--- src/design/soa_pkg.sv ---
`timescale 1ns / 1ps
// Package for the slab object allocator: sizes, codes and item structs.
// No dependencies; used by every module of the block.
package soa_pkg;

  localparam int MAX_SLABS  = 16;
  localparam int PAGE_BYTES = 4096;
  localparam int SLOTS      = 32;
  localparam int SLAB_IDX_W = $clog2(MAX_SLABS);
  localparam int OBJ_W      = 18;
  localparam int SLAB_W     = 24;
  localparam int SLOT_W     = 5;

  localparam logic [1:0] TAG_UNALLOC = 2'd0;
  localparam logic [1:0] TAG_EMPTY   = 2'd1;
  localparam logic [1:0] TAG_PARTIAL = 2'd2;
  localparam logic [1:0] TAG_FULL    = 2'd3;

  localparam logic [1:0] ST_OK       = 2'd0;
  localparam logic [1:0] ST_OOM      = 2'd1;
  localparam logic [1:0] ST_BAD_FREE = 2'd2;

  localparam logic FN_ALLOC = 1'b0;
  localparam logic FN_FREE  = 1'b1;

  localparam logic [1:0] REG_OBJECT_SIZE = 2'd0;
  localparam logic [1:0] REG_ALIGN_LOG2  = 2'd1;
  localparam logic [1:0] REG_REGION_BASE = 2'd2;

  typedef struct packed {
    logic        func;
    logic [31:0] address;
  } soa_in_t;

  typedef struct packed {
    logic [31:0] address_res;
    logic [1:0]  status;
  } soa_out_t;

endpackage

--- src/design/soa_size.sv ---
`timescale 1ns / 1ps
// Rounded object size and slab size from the configuration registers.
// Depends on soa_pkg.
module soa_size import soa_pkg::*; (
  input  logic [16:0]       object_size,
  input  logic [3:0]        align_log2,
  output logic [OBJ_W-1:0]  obj_bytes,
  output logic [SLAB_W-1:0] slab_bytes
);

  localparam logic [OBJ_W-1:0]  FLOOR_SZ  = OBJ_W'(PAGE_BYTES / SLOTS);
  localparam logic [OBJ_W-1:0]  HALF_PAGE = OBJ_W'(PAGE_BYTES / 2);
  localparam logic [OBJ_W-1:0]  PMASK_O   = OBJ_W'(PAGE_BYTES - 1);
  localparam logic [SLAB_W-1:0] PMASK_S   = SLAB_W'(PAGE_BYTES - 1);

  logic [OBJ_W-1:0]  sz0;
  logic [OBJ_W-1:0]  amask;
  logic [OBJ_W-1:0]  sz1;
  logic [SLAB_W-1:0] raw_slab;

  always_comb begin
    sz0   = ({1'b0, object_size} < FLOOR_SZ) ? FLOOR_SZ : {1'b0, object_size};
    amask = (OBJ_W'(1) << align_log2) - OBJ_W'(1);
    sz1   = (sz0 + amask) & ~amask;
    obj_bytes = (sz1 > HALF_PAGE) ? ((sz1 + PMASK_O) & ~PMASK_O) : sz1;
    raw_slab  = SLAB_W'(obj_bytes) << SLOT_W;
    slab_bytes = (raw_slab + PMASK_S) & ~PMASK_S;
  end

endmodule

--- src/design/slab_object_allocator_top.sv ---
`timescale 1ns / 1ps
// Top level of the slab object allocator: slab table, scan and arithmetic sequencer.
// Depends on soa_pkg and soa_size.
//
// Usage:
//   Command channel: drive in_data and raise start; the item is taken at a
//   clock edge where start is high and busy is low. busy stays high until the
//   result has been shown.
//   Result channel: out_valid is high for exactly one cycle with out_data;
//   the receiver must take it then, it cannot stall the block.
//   Configuration: cfg_valid/cfg_ready write cfg_wdata to register cfg_index
//   (0 object_size, 1 align_log2, 2 region_base); cfg_ready is always high.
//   Write registers only while busy is low.
// Sequence: after the accepting edge, the block scans every slab and then decides.
//   An allocate then forms region base + slab index * slab size + slot * object
//   size with the shared adder; a free subtracts the object size from the offset
//   slot by slot to find the slot; out of memory and a free that hits no slab skip
//   this. The strobe follows, busy then drops and the next item can be taken.
//   Items are handled one at a time.
// Reset: synchronous rst_n clears all slabs to unallocated, maps and stamps to
//   zero and the registers to their defaults; no clearing pass is needed.
module slab_object_allocator_top import soa_pkg::*; (
  input  logic        clk,
  input  logic        rst_n,
  input  logic        start,
  output logic        busy,
  input  soa_in_t     in_data,
  output logic        out_valid,
  output soa_out_t    out_data,
  input  logic        cfg_valid,
  output logic        cfg_ready,
  input  logic [1:0]  cfg_index,
  input  logic [31:0] cfg_wdata
);

  localparam logic [2:0] S_IDLE   = 3'd0;
  localparam logic [2:0] S_SCAN   = 3'd1;
  localparam logic [2:0] S_DECIDE = 3'd2;
  localparam logic [2:0] S_ADDS   = 3'd3;
  localparam logic [2:0] S_ADDB   = 3'd4;
  localparam logic [2:0] S_DIV    = 3'd5;
  localparam logic [2:0] S_OUT    = 3'd6;

  localparam logic [SLAB_IDX_W-1:0] LAST_IDX = SLAB_IDX_W'(MAX_SLABS - 1);
  localparam logic [SLOT_W-1:0]     LAST_SLOT = SLOT_W'(SLOTS - 1);

  logic [16:0] object_size_r;
  logic [3:0]  align_log2_r;
  logic [31:0] region_base_r;

  logic [31:0] map_r   [MAX_SLABS];
  logic [1:0]  tag_r   [MAX_SLABS];
  logic [31:0] stamp_r [MAX_SLABS];
  logic [31:0] stamp_cnt_r, stamp_cnt_nxt;

  logic [2:0]            state_r, state_nxt;
  logic                  func_r, func_nxt;
  logic [31:0]           addr_r, addr_nxt;
  logic [SLAB_IDX_W-1:0] idx_r, idx_nxt;
  logic [31:0]           start_r, start_nxt;

  logic                  bp_vld_r, bp_vld_nxt, be_vld_r, be_vld_nxt, un_vld_r, un_vld_nxt;
  logic [SLAB_IDX_W-1:0] bp_idx_r, bp_idx_nxt, be_idx_r, be_idx_nxt, un_idx_r, un_idx_nxt;
  logic [31:0]           bp_stamp_r, bp_stamp_nxt, be_stamp_r, be_stamp_nxt;
  logic [31:0]           bp_map_r, bp_map_nxt, be_map_r, be_map_nxt;
  logic                  fh_vld_r, fh_vld_nxt, ph_vld_r, ph_vld_nxt;
  logic [SLAB_IDX_W-1:0] fh_idx_r, fh_idx_nxt, ph_idx_r, ph_idx_nxt;
  logic [31:0]           fh_map_r, fh_map_nxt, ph_map_r, ph_map_nxt;
  logic [SLAB_W-1:0]     fh_off_r, fh_off_nxt, ph_off_r, ph_off_nxt;

  logic [SLAB_IDX_W-1:0] sel_idx_r, sel_idx_nxt;
  logic [31:0]           sel_map_r, sel_map_nxt;
  logic [1:0]            sel_tag_r, sel_tag_nxt;
  logic [SLOT_W-1:0]     bit_r, bit_nxt;
  logic [SLOT_W-1:0]     cnt_r, cnt_nxt;
  logic [31:0]           acc_r, acc_nxt;
  logic [SLAB_W-1:0]     rem_r, rem_nxt;
  logic [31:0]           res_addr_r, res_addr_nxt;
  logic [1:0]            res_status_r, res_status_nxt;

  logic [OBJ_W-1:0]  obj_bytes;
  logic [SLAB_W-1:0] slab_bytes;

  // table write port
  logic                  wr_en;
  logic [SLAB_IDX_W-1:0] wr_idx;
  logic [31:0]           wr_map;
  logic [1:0]            wr_tag;
  logic [31:0]           wr_stamp;

  logic [31:0]       scan_off;
  logic              scan_in;
  logic [31:0]       add_opnd;
  logic [31:0]       add_sum;
  logic [31:0]       pick_map;
  logic [1:0]        pick_was;
  logic [SLOT_W-1:0] free_bit;
  logic              free_found;
  logic [31:0]       new_map;
  logic [31:0]       cnt_base;

  soa_size u_size (
    .object_size (object_size_r),
    .align_log2  (align_log2_r),
    .obj_bytes   (obj_bytes),
    .slab_bytes  (slab_bytes)
  );

  assign cfg_ready = 1'b1;
  assign busy      = (state_r != S_IDLE);
  assign out_valid = (state_r == S_OUT);
  assign out_data.address_res = res_addr_r;
  assign out_data.status      = res_status_r;

  // scan-side address match and the shared accumulate adder
  assign scan_off = addr_r - start_r;
  assign scan_in  = (scan_off < {8'd0, slab_bytes});
  assign add_opnd = (state_r == S_ADDS) ? {8'd0, slab_bytes} : {14'd0, obj_bytes};
  assign add_sum  = acc_r + add_opnd;

  always_comb begin
    pick_map = map_r[0];
    pick_was = TAG_EMPTY;
    if (bp_vld_r) begin
      pick_map = bp_map_r;
      pick_was = TAG_PARTIAL;
    end else if (be_vld_r) begin
      pick_map = be_map_r;
    end else begin
      pick_map = 32'd0;
    end
  end

  // lowest clear slot in 0..30, else the last slot
  always_comb begin
    free_bit   = LAST_SLOT;
    free_found = 1'b0;
    for (int b = 0; b < SLOTS - 1; b++) begin
      if (!free_found && !pick_map[b]) begin
        free_bit   = SLOT_W'(b);
        free_found = 1'b1;
      end
    end
  end

  always_comb begin
    state_nxt      = state_r;
    func_nxt       = func_r;
    addr_nxt       = addr_r;
    idx_nxt        = idx_r;
    start_nxt      = start_r;
    bp_vld_nxt     = bp_vld_r;   bp_idx_nxt = bp_idx_r;
    bp_stamp_nxt   = bp_stamp_r; bp_map_nxt = bp_map_r;
    be_vld_nxt     = be_vld_r;   be_idx_nxt = be_idx_r;
    be_stamp_nxt   = be_stamp_r; be_map_nxt = be_map_r;
    un_vld_nxt     = un_vld_r;   un_idx_nxt = un_idx_r;
    fh_vld_nxt     = fh_vld_r;   fh_idx_nxt = fh_idx_r;
    fh_map_nxt     = fh_map_r;   fh_off_nxt = fh_off_r;
    ph_vld_nxt     = ph_vld_r;   ph_idx_nxt = ph_idx_r;
    ph_map_nxt     = ph_map_r;   ph_off_nxt = ph_off_r;
    sel_idx_nxt    = sel_idx_r;
    sel_map_nxt    = sel_map_r;
    sel_tag_nxt    = sel_tag_r;
    bit_nxt        = bit_r;
    cnt_nxt        = cnt_r;
    acc_nxt        = acc_r;
    rem_nxt        = rem_r;
    res_addr_nxt   = res_addr_r;
    res_status_nxt = res_status_r;
    stamp_cnt_nxt  = stamp_cnt_r;
    wr_en    = 1'b0;
    wr_idx   = sel_idx_r;
    wr_map   = 32'd0;
    wr_tag   = TAG_UNALLOC;
    wr_stamp = 32'd0;
    new_map  = 32'd0;
    cnt_base = stamp_cnt_r;

    case (state_r)
      S_IDLE: begin
        if (start) begin
          func_nxt   = in_data.func;
          addr_nxt   = in_data.address;
          idx_nxt    = '0;
          start_nxt  = region_base_r;
          bp_vld_nxt = 1'b0;
          be_vld_nxt = 1'b0;
          un_vld_nxt = 1'b0;
          fh_vld_nxt = 1'b0;
          ph_vld_nxt = 1'b0;
          state_nxt  = S_SCAN;
        end
      end

      S_SCAN: begin
        // ascending scan: strict compare keeps the lower index on a stamp tie
        if (tag_r[idx_r] == TAG_PARTIAL && (!bp_vld_r || stamp_r[idx_r] > bp_stamp_r)) begin
          bp_vld_nxt = 1'b1; bp_idx_nxt = idx_r;
          bp_stamp_nxt = stamp_r[idx_r]; bp_map_nxt = map_r[idx_r];
        end
        if (tag_r[idx_r] == TAG_EMPTY && (!be_vld_r || stamp_r[idx_r] > be_stamp_r)) begin
          be_vld_nxt = 1'b1; be_idx_nxt = idx_r;
          be_stamp_nxt = stamp_r[idx_r]; be_map_nxt = map_r[idx_r];
        end
        if (tag_r[idx_r] == TAG_UNALLOC && !un_vld_r) begin
          un_vld_nxt = 1'b1; un_idx_nxt = idx_r;
        end
        if (tag_r[idx_r] == TAG_FULL && scan_in && !fh_vld_r) begin
          fh_vld_nxt = 1'b1; fh_idx_nxt = idx_r;
          fh_map_nxt = map_r[idx_r]; fh_off_nxt = scan_off[SLAB_W-1:0];
        end
        if (tag_r[idx_r] == TAG_PARTIAL && scan_in && !ph_vld_r) begin
          ph_vld_nxt = 1'b1; ph_idx_nxt = idx_r;
          ph_map_nxt = map_r[idx_r]; ph_off_nxt = scan_off[SLAB_W-1:0];
        end
        start_nxt = start_r + {8'd0, slab_bytes};
        idx_nxt   = idx_r + SLAB_IDX_W'(1);
        if (idx_r == LAST_IDX) begin
          state_nxt = S_DECIDE;
        end
      end

      S_DECIDE: begin
        res_addr_nxt = 32'd0;
        if (func_r == FN_ALLOC) begin
          if (!bp_vld_r && !be_vld_r && !un_vld_r) begin
            res_status_nxt = ST_OOM;
            state_nxt      = S_OUT;
          end else begin
            sel_idx_nxt = bp_vld_r ? bp_idx_r : (be_vld_r ? be_idx_r : un_idx_r);
            wr_idx      = sel_idx_nxt;
            new_map     = pick_map | (32'd1 << free_bit);
            // a fresh slab goes on the empty list first
            cnt_base    = (!bp_vld_r && !be_vld_r) ? stamp_cnt_r + 32'd1 : stamp_cnt_r;
            wr_en       = 1'b1;
            wr_map      = new_map;
            wr_tag      = bp_vld_r ? TAG_PARTIAL : TAG_EMPTY;
            wr_stamp    = bp_vld_r ? bp_stamp_r : (be_vld_r ? be_stamp_r : stamp_cnt_r);
            stamp_cnt_nxt = cnt_base;
            if (new_map == '1) begin
              wr_tag = TAG_FULL; wr_stamp = cnt_base; stamp_cnt_nxt = cnt_base + 32'd1;
            end else if (pick_was == TAG_EMPTY) begin
              wr_tag = TAG_PARTIAL; wr_stamp = cnt_base; stamp_cnt_nxt = cnt_base + 32'd1;
            end
            acc_nxt        = region_base_r;
            cnt_nxt        = SLOT_W'(sel_idx_nxt);
            bit_nxt        = free_bit;
            res_status_nxt = ST_OK;
            state_nxt      = S_ADDS;
          end
        end else begin
          if (fh_vld_r) begin
            sel_idx_nxt = fh_idx_r; sel_map_nxt = fh_map_r;
            sel_tag_nxt = TAG_FULL; rem_nxt = fh_off_r;
            cnt_nxt = '0; state_nxt = S_DIV;
          end else if (ph_vld_r) begin
            sel_idx_nxt = ph_idx_r; sel_map_nxt = ph_map_r;
            sel_tag_nxt = TAG_PARTIAL; rem_nxt = ph_off_r;
            cnt_nxt = '0; state_nxt = S_DIV;
          end else begin
            res_status_nxt = ST_BAD_FREE;
            state_nxt      = S_OUT;
          end
        end
      end

      S_ADDS: begin
        if (cnt_r == '0) begin
          cnt_nxt   = bit_r;
          state_nxt = S_ADDB;
        end else begin
          acc_nxt = add_sum;
          cnt_nxt = cnt_r - SLOT_W'(1);
        end
      end

      S_ADDB: begin
        if (cnt_r == '0) begin
          res_addr_nxt = acc_r;
          state_nxt    = S_OUT;
        end else begin
          acc_nxt = add_sum;
          cnt_nxt = cnt_r - SLOT_W'(1);
        end
      end

      S_DIV: begin
        if (rem_r < SLAB_W'(obj_bytes)) begin
          new_map  = sel_map_r & ~(32'd1 << cnt_r);
          wr_en    = 1'b1;
          wr_map   = new_map;
          wr_tag   = sel_tag_r;
          wr_stamp = stamp_r[sel_idx_r];
          if (new_map == 32'd0) begin
            wr_tag = TAG_EMPTY; wr_stamp = stamp_cnt_r; stamp_cnt_nxt = stamp_cnt_r + 32'd1;
          end else if (sel_tag_r == TAG_FULL) begin
            wr_tag = TAG_PARTIAL; wr_stamp = stamp_cnt_r; stamp_cnt_nxt = stamp_cnt_r + 32'd1;
          end
          res_status_nxt = ST_OK;
          state_nxt      = S_OUT;
        end else if (cnt_r == LAST_SLOT) begin
          // quotient reaches the slot count: past the last slot
          res_status_nxt = ST_BAD_FREE;
          state_nxt      = S_OUT;
        end else begin
          rem_nxt = rem_r - SLAB_W'(obj_bytes);
          cnt_nxt = cnt_r + SLOT_W'(1);
        end
      end

      S_OUT: begin
        state_nxt = S_IDLE;
      end

      default: begin
        state_nxt = S_IDLE;
      end
    endcase
  end

  always_ff @(posedge clk) begin
    if (!rst_n) begin
      state_r       <= S_IDLE;
      object_size_r <= 17'd64;
      align_log2_r  <= 4'd3;
      region_base_r <= 32'd0;
      stamp_cnt_r   <= 32'd0;
      for (int s = 0; s < MAX_SLABS; s++) begin
        map_r[s]   <= 32'd0;
        tag_r[s]   <= TAG_UNALLOC;
        stamp_r[s] <= 32'd0;
      end
    end else begin
      state_r     <= state_nxt;
      stamp_cnt_r <= stamp_cnt_nxt;
      if (wr_en) begin
        map_r[wr_idx]   <= wr_map;
        tag_r[wr_idx]   <= wr_tag;
        stamp_r[wr_idx] <= wr_stamp;
      end
      if (cfg_valid && cfg_ready) begin
        case (cfg_index)
          REG_OBJECT_SIZE: object_size_r <= cfg_wdata[16:0];
          REG_ALIGN_LOG2:  align_log2_r  <= cfg_wdata[3:0];
          REG_REGION_BASE: region_base_r <= cfg_wdata;
          default: ;
        endcase
      end
    end
  end

  always_ff @(posedge clk) begin
    func_r       <= func_nxt;
    addr_r       <= addr_nxt;
    idx_r        <= idx_nxt;
    start_r      <= start_nxt;
    bp_vld_r     <= bp_vld_nxt;   bp_idx_r <= bp_idx_nxt;
    bp_stamp_r   <= bp_stamp_nxt; bp_map_r <= bp_map_nxt;
    be_vld_r     <= be_vld_nxt;   be_idx_r <= be_idx_nxt;
    be_stamp_r   <= be_stamp_nxt; be_map_r <= be_map_nxt;
    un_vld_r     <= un_vld_nxt;   un_idx_r <= un_idx_nxt;
    fh_vld_r     <= fh_vld_nxt;   fh_idx_r <= fh_idx_nxt;
    fh_map_r     <= fh_map_nxt;   fh_off_r <= fh_off_nxt;
    ph_vld_r     <= ph_vld_nxt;   ph_idx_r <= ph_idx_nxt;
    ph_map_r     <= ph_map_nxt;   ph_off_r <= ph_off_nxt;
    sel_idx_r    <= sel_idx_nxt;
    sel_map_r    <= sel_map_nxt;
    sel_tag_r    <= sel_tag_nxt;
    bit_r        <= bit_nxt;
    cnt_r        <= cnt_nxt;
    acc_r        <= acc_nxt;
    rem_r        <= rem_nxt;
    res_addr_r   <= res_addr_nxt;
    res_status_r <= res_status_nxt;
  end

`ifndef ASSERT_OFF
  a_strobe_single: assert property (@(posedge clk) disable iff (!rst_n)
    out_valid |=> !out_valid) else $error("result strobe longer than one cycle");

  a_accept_busy: assert property (@(posedge clk) disable iff (!rst_n)
    (start && !busy) |=> busy) else $error("accepted item did not raise busy");

  a_status_code: assert property (@(posedge clk) disable iff (!rst_n)
    out_valid |-> (out_data.status == ST_OK || out_data.status == ST_OOM ||
                   out_data.status == ST_BAD_FREE)) else $error("bad status code");

  a_stamp_step: assert property (@(posedge clk) disable iff (!rst_n)
    !$stable(stamp_cnt_r) |-> ($past(state_r) == S_DECIDE || $past(state_r) == S_DIV))
    else $error("stamp counter moved outside a table update");
`endif

endmodule
--- config.mk ---
export PLATFORM = sky130hd
export DESIGN_NAME = slab_object_allocator_top
export DESIGN_NICKNAME = d
export VERILOG_FILES = /design/src/design/soa_pkg.sv /design/src/design/soa_size.sv /design/src/design/slab_object_allocator_top.sv
export SDC_FILE = /design/constraint.sdc
export NUM_CORES = 2
export LEC_CHECK = 0
export BUFFER_PORTS_ARGS = -buffer_cell sky130_fd_sc_hd__buf_2
export CORE_ASPECT_RATIO = 0.7
export CORE_MARGIN = 2
export CORE_UTILIZATION = 50
export DETAILED_ROUTE_END_ITERATION = 7
export HOLD_SLACK_MARGIN = 0.08
export PLACE_DENSITY_LB_ADDON = 0.1
export SLEW_MARGIN = 10
export SYNTH_ARGS = -nofsm -noshare
export SYNTH_HDL_FRONTEND = slang
export SYNTH_SLANG_ARGS = --single-unit
--- constraint.sdc ---
create_clock -name clk -period 26.5 [get_ports clk]
set_input_delay 1.325 -clock clk [delete_from_list [all_inputs] [get_ports clk]]
set_output_delay 1.325 -clock clk [all_outputs]
set_load 0.01 [all_outputs]
==> results.sh <==
export IMPL_rsz0062_at_grt="no"
export IMPL_die_area_sq_um=167900
export IMPL_netSwitchingFraction_pct=34.43
export IMPL_startpoint="align_log2_r[3]"
export IMPL_hold_buffers=0
export IMPL_avgSynthCellArea_sq_um=12.89
export IMPL_multi_input_area_sq_um=32370
export IMPL_gr_total_overflow=0
export IMPL_ant_nets=0
export IMPL_synth_main_ff_cell="edfxtp_1"
export IMPL_slew_violations=0
export IMPL_hold_viol_final=0
export IMPL_synth_cell_types=100
export IMPL_hold_depth=2
export IMPL_holdWs_ns=0.4622
export IMPL_p_switching_mw=2.869
export IMPL_p_int_mw=5.465
export IMPL_cts_resized=0
export IMPL_drcViolationCount=0
export IMPL_seq_area_frac_synth_pct=58.05
export IMPL_max_freq_mhz=84.71
export IMPL_post_route_util_pct=55.19
export IMPL_maxSlewHeadroom_pct=16.04
export IMPL_diodes=0
export IMPL_clockPowerShare_pct=27.7
export IMPL_busiest_layer="met1"
export IMPL_worstReg2RegEnd="map_r[11][23]"
export IMPL_yosysWarnings=0
export IMPL_track_usage_pct=29.91
export IMPL_final_cells=8641
export IMPL_cts_root_buf="clkbuf_16"
export IMPL_routabilityCongestion=0.9510
export IMPL_met1_usage_pct=46.31
export IMPL_cp_max_fo=49
export IMPL_die_h_microns=343.5
export IMPL_synthArstFlopShare_pct=0
export IMPL_syn_inst=6383
export IMPL_ir_worst_vdd_mv=0.09811
export IMPL_syn_area_sq_um=82310
export IMPL_startpoint_type="flop"
export IMPL_p_leak_nw=30.61
export IMPL_antenna_found_initial=1
export IMPL_area_growth_pct=9.542
export IMPL_dr_pass1_iters=6
export IMPL_grt_max_degree=99
export IMPL_grt_pass1_vias=52150
export IMPL_max_stage_delay_ns=0.83
export IMPL_grt_use_met3_pct=4.609
export IMPL_ys_ff_latch=1623
export IMPL_critPathSlowestCell="and4_1"
export IMPL_path_class="reg2reg"
export IMPL_clkTransAtPathRegs_ns=0.06
export IMPL_via_count=54921
export IMPL_status="finished clean"
export IMPL_cts_tree="done"
export IMPL_clk_latency_ns=0.83
export IMPL_tns_ns=0
export IMPL_row_count=124
export IMPL_power_total_mw=8.335
export IMPL_routed_wirelength_microns=251100
export IMPL_setup_viol=0
export IMPL_post_route_min_period_ns=11.80
export IMPL_cts_setup_buffers=0
export IMPL_drive_gt1_share_pct=17.42
export IMPL_core_area_sq_um=163400
export IMPL_worstMarginPinSlew_ns=1.259
export IMPL_filler_cell_count=13364
export IMPL_crit_top_cell="a21oi_1"
export IMPL_ioPinCount=108
export IMPL_worstPathArrival_ns=12.24
export IMPL_dp_hpwl_microns=163400
export IMPL_drv_cap=0
export IMPL_pwr_share_seq_pct=39.6
export IMPL_met2_usage_pct=43.95
export IMPL_fin_crit_sh_pct=44.55
export IMPL_seq_area_sq_um=47800
export IMPL_fin_skew_ns=0.04576
export IMPL_initial_utilization_pct=50.38
export IMPL_vias_per_cell=6.356
export IMPL_r2r_start="align_log2_r[3]"
export IMPL_r2r_slack_ns=14.70
export IMPL_port_buffers=106
export IMPL_cts_made_buffers=163
export IMPL_dieWidth_microns=488.9
export IMPL_cts_max_path_buffers=3
export IMPL_hold_class="reg2reg"
export IMPL_power_density_nw_per_um2=92.44
export IMPL_avgRoutedWirePerCell_microns=29.06
export IMPL_rr_worst_depth=31
export IMPL_dpl_cell_count=8344
export IMPL_grt_pass1_wl_microns=366000
export IMPL_power_frac_comb_pct=32.7
export IMPL_first_iter_violations=7468
export IMPL_endpoint="map_r[11][23]"
export IMPL_cts_sinks=1623
export IMPL_required_ns=26.93
export IMPL_htree_levels=4
export IMPL_final_net_count=6568
export IMPL_cp_end_kind="flop"
export IMPL_synth_edf_count=1527
==> flip-flops by register name, indices dropped and copies added (netlist names), 17 cells and up, named ones only <==
| name | cells |
|---|---|
| acc_r | 32 |
| rem_r | 24 |
| ph_off_r | 24 |
| stamp_cnt_r | 32 |
| be_stamp_r | 32 |
| map_r | 512 |
| res_addr_r | 32 |
| fh_map_r | 32 |
| object_size_r | 17 |
| bp_map_r | 32 |
| be_map_r | 32 |
| start_r | 32 |
| tag_r | 32 |
| fh_off_r | 24 |
| addr_r | 32 |
| bp_stamp_r | 32 |
| region_base_r | 32 |
| ph_map_r | 32 |
| stamp_r | 512 |
| sel_map_r | 32 |
==> how the worst min path moves through the flow <==
stage | start | to
detailed placement | object_size_r[3] | object_size_r[3]
finish | object_size_r[4] | object_size_r[4]
floorplan | fh_vld_r | sel_tag_r[0]
CTS | object_size_r[5] | object_size_r[5]
global route | object_size_r[5] | object_size_r[5]
global placement | object_size_r[2] | object_size_r[2]
==> kinds of logic after synthesis <==
kind of cell / after synthesis / share of synthesized area, %
adder cells (fa/ha/maj): 194 / 2.992
XOR/XNOR: 160 / 1.703
AO/OA/AOI/OAI: 860 / 6.669
buffers and inverters: 634 / 3.144
other: 2 / 0.009124
AND/OR/NAND/NOR: 2268 / 12.11
flip-flops: 1623 / 58.05
multiplexers: 642 / 15.33
==> per-stage QoR <==
stage,setup slack [ns],area [sq um]
5_1_grt,14.07,90160
3_3_place_gp,14.94,84980
4_1_cts,14.83,90160
6_report,14.70,90160
2_1_floorplan,16.79,82320
3_5_place_dp,14.88,84980
==> critical path: cells and delay by family, from the launching register on <==
| family | cells | cell delay [ns] |
|---|---|---|
| DFF | 1 | 0.50 |
| buffers and inverters | 3 | 1.18 |
| AOI/OAI and AO/OA | 11 | 3.04 |
| muxes | 1 | 0.34 |
| and+or+nand+nor | 13 | 5.13 |
| adders and majority gates | 3 | 1.06 |
==> metal layers <==
metal  vias up  part of all wire [%]  wire length [microns]
met3       350                   9.2                  23060
met2      2906                    44                 110800
met5         -                     0                      0
met1     27957                    44                 110600
li1      23708                     -                      -
met4         0                   2.7                   6665
==> cells in the final DEF, fill, tap and decap left out, types with 49 or more instances in the layout <==
| cell type | n |
|---|---|
| nand4_1 | 50 |
| nand2_1 | 371 |
| nor2_1 | 1282 |
| o21ai_0 | 214 |
| mux4_2 | 490 |
| clkbuf_16 | 165 |
| nor3_1 | 63 |
| dfxtp_1 | 88 |
| mux2_2 | 49 |
| a21oi_1 | 252 |
| xor2_1 | 52 |
| a21o_1 | 54 |
| xnor2_1 | 108 |
| ha_1 | 188 |
| and3_1 | 72 |
| o21a_1 | 49 |
| buf_2 | 105 |
| nand3_1 | 95 |
| buf_4 | 108 |
| mux2i_1 | 103 |
| edfxtp_1 | 1527 |
| inv_1 | 168 |
==> Yosys cell counts (15+ instances only) <==
master	count	area [sq um]
edfxtp_1	1527	45850
nor2_1	1291	4846
mux4_2	490	11040
nand2_1	400	1501
clkbuf_1	332	1246
a21oi_1	257	1286
o21ai_0	217	1086
ha_1	188	2352
inv_1	170	638.1
xnor2_1	108	945.9
mux2i_1	103	1031
nand3_1	100	500.5
dfxtp_1	96	1922
and3_1	72	450.4
buf_1	70	262.8
nor3_1	64	320.3
a21o_1	54	405.4
xor2_1	52	455.4
nand4_1	50	312.8
mux2_2	49	551.8
o21a_1	49	367.9
and2_1	47	294.0
nand2b_1	46	287.8
nor2b_1	42	262.8
buf_4	35	262.8
a31oi_1	31	193.9
nand3b_1	28	210.2
or3_1	27	168.9
a211oi_1	26	195.2
nor4_1	22	137.6
buf_2	19	95.09
o22a_2	17	170.2
a22oi_1	16	120.1
o211ai_1	16	120.1
a21oi_2	15	131.4
o22ai_1	15	93.84
o31ai_1	15	112.6
==> power by group through the flow <==
stage | Combinational [mW] | Sequential, mW | Clock (mW)
after floorplan | 1.88 | 3.24 | 0
after global placement | 2.68 | 3.35 | 0
after detailed placement | 2.70 | 3.35 | 0
after CTS | 2.72 | 3.30 | 2.33
after global routing | 2.90 | 3.32 | 2.43
final | 2.73 | 3.30 | 2.31
==> cell type report <==
cell class,count,area share [%]
Clock buffer,208,4.781
Clock inverter,89,0.9700
Inverter,171,0.7119
Multi-Input combinational cell,4129,35.91
Sequential cell,1623,53.02
Tap cell,2205,3.060
Timing Repair Buffer,216,1.549
Note: power is estimated with default switching activity, not from simulation.
